## config.mk

```make
export PLATFORM = sky130hd
export DESIGN_NAME = fragment_send_ack_tracker
export DESIGN_NICKNAME = d
export VERILOG_FILES = /design/src/fsat_pkg.sv /design/src/fsat_ram.sv /design/src/fsat_alu.sv /design/src/fragment_send_ack_tracker.sv
export SDC_FILE = /design/constraint.sdc
export NUM_CORES = 2
export LEC_CHECK = 0
export CORE_MARGIN = 3
export CORE_UTILIZATION = 25
export DETAILED_ROUTE_END_ITERATION = 12
export DONT_BUFFER_PORTS = 1
export PLACE_DENSITY = 0.42
export SETUP_SLACK_MARGIN = 0.3
export SYNTH_ARGS = -nofsm -noshare
export SYNTH_HDL_FRONTEND = slang
export SYNTH_SLANG_ARGS = --single-unit
```

## constraint.sdc

```tcl
create_clock -name clk -period 20.1 [get_ports clk]
set_input_delay 0 -clock clk [delete_from_list [all_inputs] [get_ports clk]]
set_output_delay 0 -clock clk [all_outputs]
set_load 0.01 [all_outputs]
```

## src/fsat_pkg.sv

```systemverilog
// Shared types and codes of the fragment send and acknowledge tracker.
package fsat_pkg;

	typedef enum logic [1:0] {
		OP_START = 2'd0,
		OP_GET   = 2'd1,
		OP_ACK   = 2'd2,
		OP_NONE  = 2'd3
	} opcode_t;

	typedef enum logic {
		CFG_MTU    = 1'b0,
		CFG_RESEND = 1'b1
	} cfg_index_t;

	typedef enum logic {
		ALU_ADD = 1'b0,
		ALU_SUB = 1'b1
	} alu_op_t;

	typedef enum logic [2:0] {
		S_IDLE,
		S_DIV,
		S_FRAME,
		S_GRD,
		S_GCHK,
		S_GLEN,
		S_SIMPLE
	} state_t;

	typedef struct packed {
		logic        found;
		logic [7:0]  sent_part;
		logic [23:0] byte_offset;
		logic [16:0] part_length;
		logic        all_acked;
		logic [7:0]  part_count;
		logic        overflow;
	} result_t;

	localparam logic [23:0] FS_MAX    = 24'hFFFFFF;
	localparam logic [15:0] MTU_RESET = 16'd500;
	localparam logic [31:0] RI_RESET  = 32'd1000;

endpackage

```

## src/fsat_ram.sv

```systemverilog
// Generic single-port-write, registered-read RAM.
module fsat_ram #(
	parameter int WIDTH = 32,
	parameter int DEPTH = 64
) (
	input  logic                                   clk,
	input  logic                                   we,
	input  logic [(DEPTH > 1 ? $clog2(DEPTH) : 1)-1:0] waddr,
	input  logic [WIDTH-1:0]                       wdata,
	input  logic [(DEPTH > 1 ? $clog2(DEPTH) : 1)-1:0] raddr,
	output logic [WIDTH-1:0]                       rdata
);

	logic [WIDTH-1:0] mem [DEPTH];
	logic [WIDTH-1:0] rdata_q;

	always_ff @(posedge clk) begin
		if (we) begin
			mem[waddr] <= wdata;
		end
		rdata_q <= mem[raddr];
	end

	assign rdata = rdata_q;

endmodule

```

## src/fsat_alu.sv

```systemverilog
// Shared 32-bit add/subtract unit with a carry or borrow bit.
module fsat_alu import fsat_pkg::*; (
	input  alu_op_t     op,
	input  logic [31:0] a,
	input  logic [31:0] b,
	output logic [32:0] y
);

	always_comb begin
		unique case (op)
			ALU_ADD: y = {1'b0, a} + {1'b0, b};
			ALU_SUB: y = {1'b0, a} - {1'b0, b};
			default: y = '0;
		endcase
	end

endmodule

```

## src/fragment_send_ack_tracker.sv

```systemverilog
// Top level of the fragment send and acknowledge tracker: sequencer and state.
//
// Channel   Direction  Handshake             Fields
// command   in         start & !busy         opcode, payload_length, now_time,
//                                            resend_mode, part_number
// result    out        done (one cycle)      found, sent_part, byte_offset,
//                                            part_length, all_acked,
//                                            part_count, overflow
// config    in         cfg_we                cfg_index, cfg_data
//
// Steps: start finds the part count by adding the MTU once per cycle in the
// shared adder, then forms the framed size. Get examines parts in turn: a stamp
// memory read, then the age compare in the shared adder, and for the part it
// picks a length step. Acknowledge and the unused opcode use S_SIMPLE.
// The result word appears in the cycle after the final state, while busy is already low again.
// Reset clears all tracking state at once; the stamp memory is guarded by
// per-entry valid bits, so there is no clearing pass. The receiver cannot
// stall: done is high for a single cycle per result word.
module fragment_send_ack_tracker import fsat_pkg::*; #(
	parameter int MAX_PARTS    = 64,
	parameter int HEADER_BYTES = 8
) (
	input  logic        clk,
	input  logic        arst_n,
	input  logic        start,
	output logic        busy,
	input  logic [1:0]  opcode,
	input  logic [23:0] payload_length,
	input  logic [31:0] now_time,
	input  logic        resend_mode,
	input  logic [7:0]  part_number,
	output logic        done,
	output logic        found,
	output logic [7:0]  sent_part,
	output logic [23:0] byte_offset,
	output logic [16:0] part_length,
	output logic        all_acked,
	output logic [7:0]  part_count,
	output logic        overflow,
	input  logic        cfg_we,
	input  logic        cfg_index,
	input  logic [31:0] cfg_data
);

	// Index width into per-part storage, and counter width that can hold MAX_PARTS.
	localparam int IW = (MAX_PARTS > 1) ? $clog2(MAX_PARTS) : 1;
	localparam int CW = $clog2(MAX_PARTS + 1);

	// Configuration registers.
	logic [15:0] mtu_q;
	logic [31:0] interval_q;

	// Control and tracking state.
	state_t               state_q, state_d;
	logic [7:0]           total_q, total_d;
	logic [7:0]           unacked_q, unacked_d;
	logic [23:0]          fs_q, fs_d;
	logic [MAX_PARTS-1:0] part_done_q, part_done_d;
	logic [MAX_PARTS-1:0] stamp_valid_q, stamp_valid_d;
	logic                 done_q, fin;

	// Latched command and working registers.
	opcode_t     op_q, op_d;
	logic [23:0] len_q, len_d;
	logic [31:0] now_q, now_d;
	logic        resend_q, resend_d;
	logic [7:0]  pnum_q, pnum_d;
	logic [24:0] acc_q, acc_d;
	logic [CW-1:0] k_q, k_d;
	logic [CW-1:0] i_q, i_d;
	logic [24:0] off_q, off_d;
	result_t     res_q, res_d;

	// Shared adder.
	alu_op_t     alu_op;
	logic [31:0] alu_a, alu_b;
	logic [32:0] alu_y;

	// Stamp memory ports.
	logic          ram_we;
	logic [IW-1:0] ram_addr;
	logic [31:0]   ram_rdata;

	// Derived values.
	logic [15:0] mtu_eff;
	logic [16:0] stride;
	logic [IW-1:0] idx;
	logic [7:0]  pidx;
	logic [31:0] stamp;
	logic [24:0] pay;
	logic [15:0] hdr_sum;
	logic [24:0] rest;
	logic        pick;
	logic        ack_ok;

	fsat_alu u_alu (
		.op (alu_op),
		.a  (alu_a),
		.b  (alu_b),
		.y  (alu_y)
	);

	fsat_ram #(
		.WIDTH (32),
		.DEPTH (MAX_PARTS)
	) u_stamp_ram (
		.clk   (clk),
		.we    (ram_we),
		.waddr (ram_addr),
		.wdata (now_q),
		.raddr (ram_addr),
		.rdata (ram_rdata)
	);

	// A zero MTU setting counts as one byte per part.
	assign mtu_eff = (mtu_q == 16'd0) ? 16'd1 : mtu_q;
	assign stride  = {1'b0, mtu_eff} + 17'(HEADER_BYTES);
	assign idx     = i_q[IW-1:0];
	assign pidx    = pnum_q - 8'd1;
	// A stamp never written since the last start or reset reads as zero.
	assign stamp   = stamp_valid_q[idx] ? ram_rdata : 32'd0;
	assign pay     = (acc_q < {1'b0, len_q}) ? acc_q : {1'b0, len_q};
	assign hdr_sum = 16'(k_q) * 16'(HEADER_BYTES);
	assign rest    = alu_y[24:0];

	always_comb begin
		state_d       = state_q;
		total_d       = total_q;
		unacked_d     = unacked_q;
		fs_d          = fs_q;
		part_done_d   = part_done_q;
		stamp_valid_d = stamp_valid_q;
		op_d          = op_q;
		len_d         = len_q;
		now_d         = now_q;
		resend_d      = resend_q;
		pnum_d        = pnum_q;
		acc_d         = acc_q;
		k_d           = k_q;
		i_d           = i_q;
		off_d         = off_q;
		res_d         = '0;
		res_d.part_count = total_q;
		fin           = 1'b0;
		alu_op        = ALU_ADD;
		alu_a         = 32'd0;
		alu_b         = 32'd0;
		ram_we        = 1'b0;
		ram_addr      = idx;
		pick          = 1'b0;
		ack_ok        = 1'b0;

		unique case (state_q)
			S_IDLE: begin
				if (start) begin
					op_d     = opcode_t'(opcode);
					len_d    = payload_length;
					now_d    = now_time;
					resend_d = resend_mode;
					pnum_d   = part_number;
					unique case (opcode_t'(opcode))
						OP_START: begin
							part_done_d   = '0;
							stamp_valid_d = '0;
							acc_d         = 25'd0;
							k_d           = '0;
							state_d       = S_DIV;
						end
						OP_GET: begin
							i_d     = '0;
							off_d   = 25'd0;
							state_d = S_GRD;
						end
						default: state_d = S_SIMPLE;
					endcase
				end
			end

			// Add the MTU until the covered bytes reach the length or the cap is hit.
			S_DIV: begin
				if (acc_q >= {1'b0, len_q} || k_q == CW'(MAX_PARTS)) begin
					state_d = S_FRAME;
				end else begin
					alu_op = ALU_ADD;
					alu_a  = 32'(acc_q);
					alu_b  = 32'(mtu_eff);
					acc_d  = alu_y[24:0];
					k_d    = k_q + CW'(1);
				end
			end

			// Framed size is the covered payload plus one header per part.
			S_FRAME: begin
				alu_op    = ALU_ADD;
				alu_a     = 32'(pay);
				alu_b     = 32'(hdr_sum);
				fs_d      = (alu_y > 33'(FS_MAX)) ? FS_MAX : alu_y[23:0];
				total_d   = 8'(k_q);
				unacked_d = 8'(k_q);
				res_d.part_count = 8'(k_q);
				res_d.overflow   = acc_q < {1'b0, len_q};
				fin       = 1'b1;
				state_d   = S_IDLE;
			end

			// Issue the stamp read for part i, or report that nothing is sendable.
			S_GRD: begin
				if (8'(i_q) >= total_q) begin
					fin     = 1'b1;
					state_d = S_IDLE;
				end else begin
					state_d = S_GCHK;
				end
			end

			// Age of the stamp is a wrapping 32-bit difference from the adder.
			S_GCHK: begin
				alu_op = ALU_SUB;
				alu_a  = now_q;
				alu_b  = stamp;
				pick   = !part_done_q[idx] &&
					(resend_q ? (alu_y[31:0] >= interval_q) : (stamp == 32'd0));
				if (pick) begin
					if (resend_q) begin
						ram_we             = 1'b1;
						stamp_valid_d[idx] = 1'b1;
					end else begin
						part_done_d[idx] = 1'b1;
					end
					state_d = S_GLEN;
				end else begin
					i_d     = i_q + CW'(1);
					off_d   = off_q + 25'(stride);
					state_d = S_GRD;
				end
			end

			// The last part may be shorter than a full stride.
			S_GLEN: begin
				alu_op = ALU_SUB;
				alu_a  = 32'(fs_q);
				alu_b  = 32'(off_q);
				res_d.found       = 1'b1;
				res_d.sent_part   = 8'(i_q) + 8'd1;
				res_d.byte_offset = off_q[23:0];
				if ({1'b0, fs_q} > off_q) begin
					res_d.part_length = (rest < 25'(stride)) ? rest[16:0] : stride;
				end
				fin     = 1'b1;
				state_d = S_IDLE;
			end

			// Acknowledge, or the unused opcode which changes nothing.
			S_SIMPLE: begin
				if (op_q == OP_ACK) begin
					ack_ok = pnum_q != 8'd0 && pnum_q <= total_q && unacked_q != 8'd0 &&
						!part_done_q[pidx[IW-1:0]];
					if (ack_ok) begin
						part_done_d[pidx[IW-1:0]] = 1'b1;
						unacked_d       = unacked_q - 8'd1;
						res_d.found     = 1'b1;
						res_d.all_acked = unacked_q == 8'd1;
					end
				end
				fin     = 1'b1;
				state_d = S_IDLE;
			end

			default: state_d = S_IDLE;
		endcase
	end

	always_ff @(posedge clk or negedge arst_n) begin
		if (!arst_n) begin
			state_q       <= S_IDLE;
			total_q       <= 8'd0;
			unacked_q     <= 8'd0;
			fs_q          <= 24'd0;
			part_done_q   <= '0;
			stamp_valid_q <= '0;
			done_q        <= 1'b0;
			mtu_q         <= MTU_RESET;
			interval_q    <= RI_RESET;
		end else begin
			state_q       <= state_d;
			total_q       <= total_d;
			unacked_q     <= unacked_d;
			fs_q          <= fs_d;
			part_done_q   <= part_done_d;
			stamp_valid_q <= stamp_valid_d;
			done_q        <= fin;
			if (cfg_we) begin
				unique case (cfg_index_t'(cfg_index))
					CFG_MTU:    mtu_q      <= cfg_data[15:0];
					CFG_RESEND: interval_q <= cfg_data;
					default: ;
				endcase
			end
		end
	end

	// Working registers and the result word carry no reset.
	always_ff @(posedge clk) begin
		op_q     <= op_d;
		len_q    <= len_d;
		now_q    <= now_d;
		resend_q <= resend_d;
		pnum_q   <= pnum_d;
		acc_q    <= acc_d;
		k_q      <= k_d;
		i_q      <= i_d;
		off_q    <= off_d;
		if (fin) begin
			res_q <= res_d;
		end
	end

	assign busy        = state_q != S_IDLE;
	assign done        = done_q;
	assign found       = res_q.found;
	assign sent_part   = res_q.sent_part;
	assign byte_offset = res_q.byte_offset;
	assign part_length = res_q.part_length;
	assign all_acked   = res_q.all_acked;
	assign part_count  = res_q.part_count;
	assign overflow    = res_q.overflow;

endmodule

```

* Word level (Yosys, flattened, before mapping)
Memory sizes are Yosys's and may differ from the RTL's. A register that Yosys moved wholly into a read port is not among the register bits. Cells that the tools add are included.
Storage, ports and cells: memories 1, output and inout port bits 62, register bits after elaboration 409, memory bits (writable) 2048
Memory list:
- u_stamp_ram.mem | depth 64, bits a word 32, read ports 1, clocked after memory_dff 1, write ports 1, line fsat_ram.sv:14 | logic [WIDTH-1:0] mem [DEPTH];
Cells by class: equal/unequal tests 21, $add $sub $neg 9, mux-type cells 68, bitwise logic cells 5, reductions and logical operators 33, magnitude comparators 12
Operators by type and width (count):
- 2-to-1 mux 64 bit | 8
- case mux 32 bit (4 select lines) | 2
- 2-to-1 mux 25 bit | 8
- OR 64 bit | 3
- case mux 64 bit (3 select lines) | 1
- case mux 64 bit (2 select lines) | 1
- case mux 25 bit (2 select lines) | 2
- case mux 33 bit (2 select lines) | 1
- 2-to-1 mux 7 bit | 6
- adder 32 x 32 -> 33 bit | 1
- greater-than comparator 33 x 24 -> 1 bit, second input constant | 1
- subtractor 32 x 32 -> 33 bit | 1
- greater-or-equal comparator 32 bit | 1
- zero test 32 bit | 1
- 2-to-1 mux 16 bit | 2
- 2-to-1 mux 32 bit | 1
- case mux 7 bit (2 select lines) | 2
- adder 25 x 17 -> 25 bit | 1
- greater-or-equal comparator 25 x 24 -> 1 bit | 1
- greater-than comparator 24 x 25 -> 1 bit | 1
- less-than comparator 25 x 17 -> 1 bit | 1
- less-than comparator 25 x 24 -> 1 bit | 1
- 2-to-1 mux 24 bit | 1
- 2-to-1 mux 8 bit | 3
- other kinds (44) | 97

* Depth between registers and ports, before layout
depth after elaboration 13, mapped depth 41

* Hierarchy
A second synthesis with hierarchy kept.
Unflattened totals: cell total of the unflattened synthesis 5808, area, all modules 103583.1 sq um
By module, submodules not included:
- fsat_ram | cells each 3324, area each 78507.8 sq um, sequential area each 62139.6 sq um, instances 1
- fragment_send_ack_tracker | cells each 2110, area each 22549.1 sq um, sequential area each 11200.7 sq um, instances 1
- fsat_alu | cells each 374, area each 2526.2 sq um, sequential area each 0.0 sq um, instances 1

* Worst setup path before layout
OpenSTA, ideal clock, no wires.
kind flip-flop to flip-flop, start point register i_q[1], end point register i_q[0], enable pin, library setup time 461 ps, arrival time 9905 ps, path buffers 5, stages on the path, launching flop included 37, clock period less this slack 10367 ps, path slack 9733 ps, data required time 19639 ps, cells stage by stage edfxtp_1 buf_6 buf_6 and2_1 mux4_2 o21ai_1 o2111ai_1 o31a_1 buf_6 buf_6 a221oi_1 ha_1 nand3_1 or3_1 a211o_1 or4_4 o31a_1 a211oi_1 ha_1 clkbuf_1 a21oi_1 o21ai_0 nand3_1 a21oi_1 a211oi_1 o221ai_1 xor2_1 ha_1 a21o_1 a21o_1 a21o_1 a21o_1 a21o_1 a21o_1 a21oi_1 a2111oi_0 nor3_1
Between the ends: word-level cells in the longest chain between the ends 11
Ends and longest elaborated chain:
- from (decl) | line fragment_send_ack_tracker.sv:70 | logic [CW-1:0] i_q, i_d;
- from (signal assigned) | line fragment_send_ack_tracker.sv:311 | i_q <= i_d;
- binary-select mux 1 bit (select 6 bit) | line fragment_send_ack_tracker.sv:121 | assign stamp = stamp_valid_q[idx] ? ram_rdata : 32'd0;
- 2-to-1 mux 1 bit (not written as such) | line fragment_send_ack_tracker.sv:121
- 2-to-1 mux 32 bit | line fragment_send_ack_tracker.sv:121
- case mux 32 bit (4 select lines) | line fragment_send_ack_tracker.sv:153 | unique case (state_q)
- subtractor 32 x 32 -> 33 bit / adder 32 x 32 -> 33 bit (equally long branches) | line fsat_alu.sv:12, fsat_alu.sv:11
- case mux 33 bit (2 select lines) | line fsat_alu.sv:10 | unique case (op)
- greater-or-equal comparator 32 bit | line fragment_send_ack_tracker.sv:222 | (resend_q ? (alu_y[31:0] >= interval_q) : (stamp == 32'd0));
- 2-to-1 mux 1 bit | line fragment_send_ack_tracker.sv:222
- logical AND 1 bit * | line fragment_send_ack_tracker.sv:221 | pick = !part_done_q[idx] &&
- inequality test 2 bit (no source line) *
- AND reduction 4 bit (no source line) *
Mark *: on every way between the ends. The rest lies on a longest branch, timed or not. The select of a mux whose other input is x is not followed. A chain may end at the register's enable or synchronous reset.

* Worst setup path after layout
start point register i_q[1], end point memory u_stamp_ram.mem[8][11], enable pin
Between the ends: word-level cells in the longest chain between the ends 13
Ends and longest elaborated chain:
- binary-select mux 1 bit (select 6 bit) * | line fragment_send_ack_tracker.sv:121
- 2-to-1 mux 1 bit (not written as such) * | line fragment_send_ack_tracker.sv:121
- 2-to-1 mux 32 bit * | line fragment_send_ack_tracker.sv:121
- case mux 32 bit (4 select lines) * | line fragment_send_ack_tracker.sv:153
- subtractor 32 x 32 -> 33 bit / adder 32 x 32 -> 33 bit (equally long branches) | line fsat_alu.sv:12, fsat_alu.sv:11
- case mux 33 bit (2 select lines) * | line fsat_alu.sv:10
- named net alu_y[16] | line fragment_send_ack_tracker.sv:77 | logic [32:0] alu_y;
- greater-or-equal comparator 32 bit * | line fragment_send_ack_tracker.sv:222
- 2-to-1 mux 1 bit * | line fragment_send_ack_tracker.sv:222
- logical AND 1 bit * | line fragment_send_ack_tracker.sv:221
- 2-to-1 mux 1 bit * | line fragment_send_ack_tracker.sv:223 | if (pick) begin
- 2-to-1 mux 1 bit * | line fragment_send_ack_tracker.sv:153
- 2-to-1 mux 1 bit * | line fsat_ram.sv:18 | if (we) begin
- 2-to-1 mux 1 bit (not written as such) * | line fsat_ram.sv:19 | mem[waddr] <= wdata;
- to (decl) | line fsat_ram.sv:14
Mark *: on every way through the listed nets, which the timed path passes. The rest lies on a longest branch. The select of a mux whose other input is x is not followed.

==> metrics <==
Sink Count about 2500; Hold Fails Final Rpt 0; clk_skew around 0.089 ns; M3 GR Usage about 4.3%; DRT Pass-1 Iters 6; share of post-route cells with drive strength above 1 roughly an eighth; Port Buffer Count 0; vias in the first global route between 50000 and 60000; busiest grt layer met2; WL/cell 31.41 um; FF-to-FF setup slack 7.85 ns; dpl hpwl 232400 um; vias per std cell about 5.1; combinational power share slightly above 30%; full die area roughly 400000 um2; largest net degree at the start of global routing 220; CP max-delay cell nor2_4; VDD IR max ~90 uV; CP max FO 40; r2r endpoint u_stamp_ram.mem[8][11]; Slew Limit Fails 1; hold depth 2; IO Pins roughly 170; worst slew pin tran approximately 1.5 ns; Routed Antenna Nets 0; Main synth FF type edfxtp_1; Arr. time, crit path roughly 13 ns; HP Class in2reg; R2R cell count 33; Rows 229; Min Clock Period, post-route 12.25 ns; Final GP Congestion 0.8740; fillers between 30000 and 40000; CTS tree yes; hold_sp cfg_data[6]; critical path type reg2reg; number of synthesized flops with an enable pin 2238; syn_area_per_cell around 16 um2; GR Util met2 between 20% and 30%; CTS Hold Bufs approximately 220; Die Wd 632.7 um; fmax between 80 and 90 MHz; worst stage delay on the critical path roughly 1.2 ns; internal power 10.44 mW; first-pass GRT wire length between 500000 and 600000 um; DRT iter0 DRCs around 7000; DRC 0; Post-Syn Nets about 6500; RSZ-0062 raised after global routing false; CTS Buf Count ~280; Fin Hold WS 0.08780 ns; most common cell after layout, fill and taps aside edfxtp_1; crit share post-route between 60% and 70%; Synth Warn # 0; vias between 60000 and 70000; utilization after layout between 20% and 30%; status finished, violations left; PwrDens approximately 140 nW/um2; switching part of the total approximately 36%; crit start category flop; sequential fraction of design power 39.7%; nets about 7000; CP endpoint kind flop; Synth async-reset ratio under 10%; Clk pwr share between 20% and 30%; post-synthesis cell count between 6000 and 7000; core area between 300000 and 400000 um2; Setup TNS Final 0 ns; M1 GR Usage between 20% and 30%; CTS H-tree depth 5; area grow syn2layout 18.65%; clock latency at the later pin of the worst-skew pair between 0.8 and 0.9 ns; Die H around 630 um; Post-CTS Setup Bufs 0; Mapped Area 98180 um2; Seq cells post-synth around 2500; Max Buffers Root-to-Sink 4; commonest cells after routing, fill and taps aside 2238 x edfxtp_1, 661 x a22oi_1, 292 x clkbuf_16, 251 x a22o_1, 222 x a221oi_1; Hold Path Sink mtu_q[6]; CTS resizes 0; violated checks max-capacitance violations, max-slew violations; leakage power roughly 38 nW; Worst EP required roughly 21 ns; Finish-stage setup viols 0; post-synth cell types 85; CTS Root Cell clkbuf_16; CP bufs+invs 5; post-synthesis sequential area ratio 74.70%; Clk pin slew, worst setup/hold paths around 0.06 ns; worst slew margin relative to its limit -0.07853%; Net Switching 5.922 mW; GR Util All Layers 18.16%; initial core utilization between 20% and 30%; reg2reg start i_q[1]; delay-heaviest family, CP simple AND/OR/NAND/NOR gates; max-cap violation count 1; initial antenna violation count 44; grt total ovfl 0; Total Wirelength roughly 380000 um
[power groups by stage]
stage / logic, mW / registers [mW] / clock network [mW]
CTS: 4.99 / 6.49 / 4.97
global placement: 4.88 / 6.59 / 0
finish: 5.00 / 6.49 / 4.86
floorplan: 2.74 / 6.56 / 0
detailed placement: 4.91 / 6.60 / 0
global route: 5.38 / 6.51 / 5.17
[kinds of logic after synthesis]
kind of cell / Yosys count / share of synthesized area (%)
xor+xnor: 82 / 0.7315
other cells: 1 / 0.003819
compound gates: 1967 / 14.96
flops: 2489 / 74.70
mux: 95 / 1.170
buf+inv: 550 / 2.161
simple gates: 849 / 4.105
fa+ha+maj: 169 / 2.169
[state kept, by name (all words and copies together) (netlist names), 24 cells and up]
signal	flops
acc_q	25
byte_offset	24
fs_q	24
interval_q	32
len_q	24
now_q	32
off_q	25
part_done_q	64
stamp_valid_q	64
u_stamp_ram.mem	2048
u_stamp_ram.rdata	32
[worst register-to-register path: cells and delay by family, from the launching register on]
family | cells | cell delay [ns]
AO/OA/AOI/OAI | 11 | 3.87
flip-flops | 1 | 0.32
XOR/XNOR | 2 | 0.72
buffers and inverters | 5 | 1.96
adder cells (fa/ha/maj) | 3 | 1.03
AND/OR/NAND/NOR | 12 | 3.96
[synthesized netlist by cell type, types with 15 or more instances]
library cell,n,area (um2)
a211oi_1,29,217.7
a21o_1,112,840.8
a21oi_1,185,925.9
a21oi_2,19,166.4
a221oi_1,222,1944
a222oi_1,24,240.2
a22o_1,251,2198
a22oi_1,661,4962
a31oi_1,148,925.9
a41oi_1,51,446.7
and3_1,30,187.7
buf_1,45,168.9
clkbuf_1,324,1216
dfrtp_1,207,5180
dfxtp_1,32,640.6
edfxtp_1,2238,67200
ha_1,167,2090
inv_1,166,623.1
mux2_2,58,653.1
mux2i_1,27,270.3
nand2_1,181,679.4
nand3_1,125,625.6
nand4_1,60,375.4
nor2_1,277,1040
nor2b_1,28,175.2
nor3_1,32,160.2
nor4_1,41,256.5
o21a_1,18,135.1
o21ai_0,83,415.4
o22ai_1,62,387.9
or3_1,15,93.84
xnor2_1,45,394.1
xor2_1,37,324.1
[metal layers]
| metal | part of all wire (%) | wire length [um] | vias to the layer above |
|---|---|---|---|
| met1 | 43 | 161100 | 32127 |
| li1 | - | - | 26044 |
| met5 | 0.015 | 56 | - |
| met2 | 45 | 169400 | 2652 |
| met3 | 8.3 | 31120 | 503 |
| met4 | 3.8 | 14280 | 10 |
[stage by stage]
step	total power, mW	setup WS [ns]	area, um2	instances
final	16.36	7.854	116500	11970
after global routing	17.06	7.252	116400	11952
after CTS	16.45	7.970	116400	11950
after detailed placement	11.50	8.000	105700	11239
after global placement	11.47	8.237	105700	11239
after floorplan	9.297	9.734	98180	6202
[worst max-delay path by stage]
| stage | startpoint | end | slack (ns) | depth (start not counted) |
|---|---|---|---|---|
| floorplan | i_q[1] | i_q[0] | 9.73 | 36 |
| global placement | len_q[22] | u_stamp_ram.mem[41][25] | 8.24 | 34 |
| detailed placement | i_q[1] | u_stamp_ram.mem[8][31] | 8.00 | 33 |
| CTS | i_q[1] | u_stamp_ram.mem[8][14] | 7.97 | 33 |
| global route | acc_q[22] | u_stamp_ram.mem[8][7] | 7.25 | 32 |
| finish | i_q[1] | u_stamp_ram.mem[8][11] | 7.85 | 33 |
[cell type report]
cell class	instances	area, um2	share of cell area [%]
diodes	18	45.04	0.03867
clock buffers	393	7826	6.719
clock inverters	103	703.2	0.6036
inverters	169	634.4	0.5446
multi-input cells	3163	23450	20.13
flip-flops and latches	2489	73340	62.96
well taps	5197	6502	5.582
repair buffers	438	3991	3.426
Note: power is estimated with default switching activity, not from simulation.
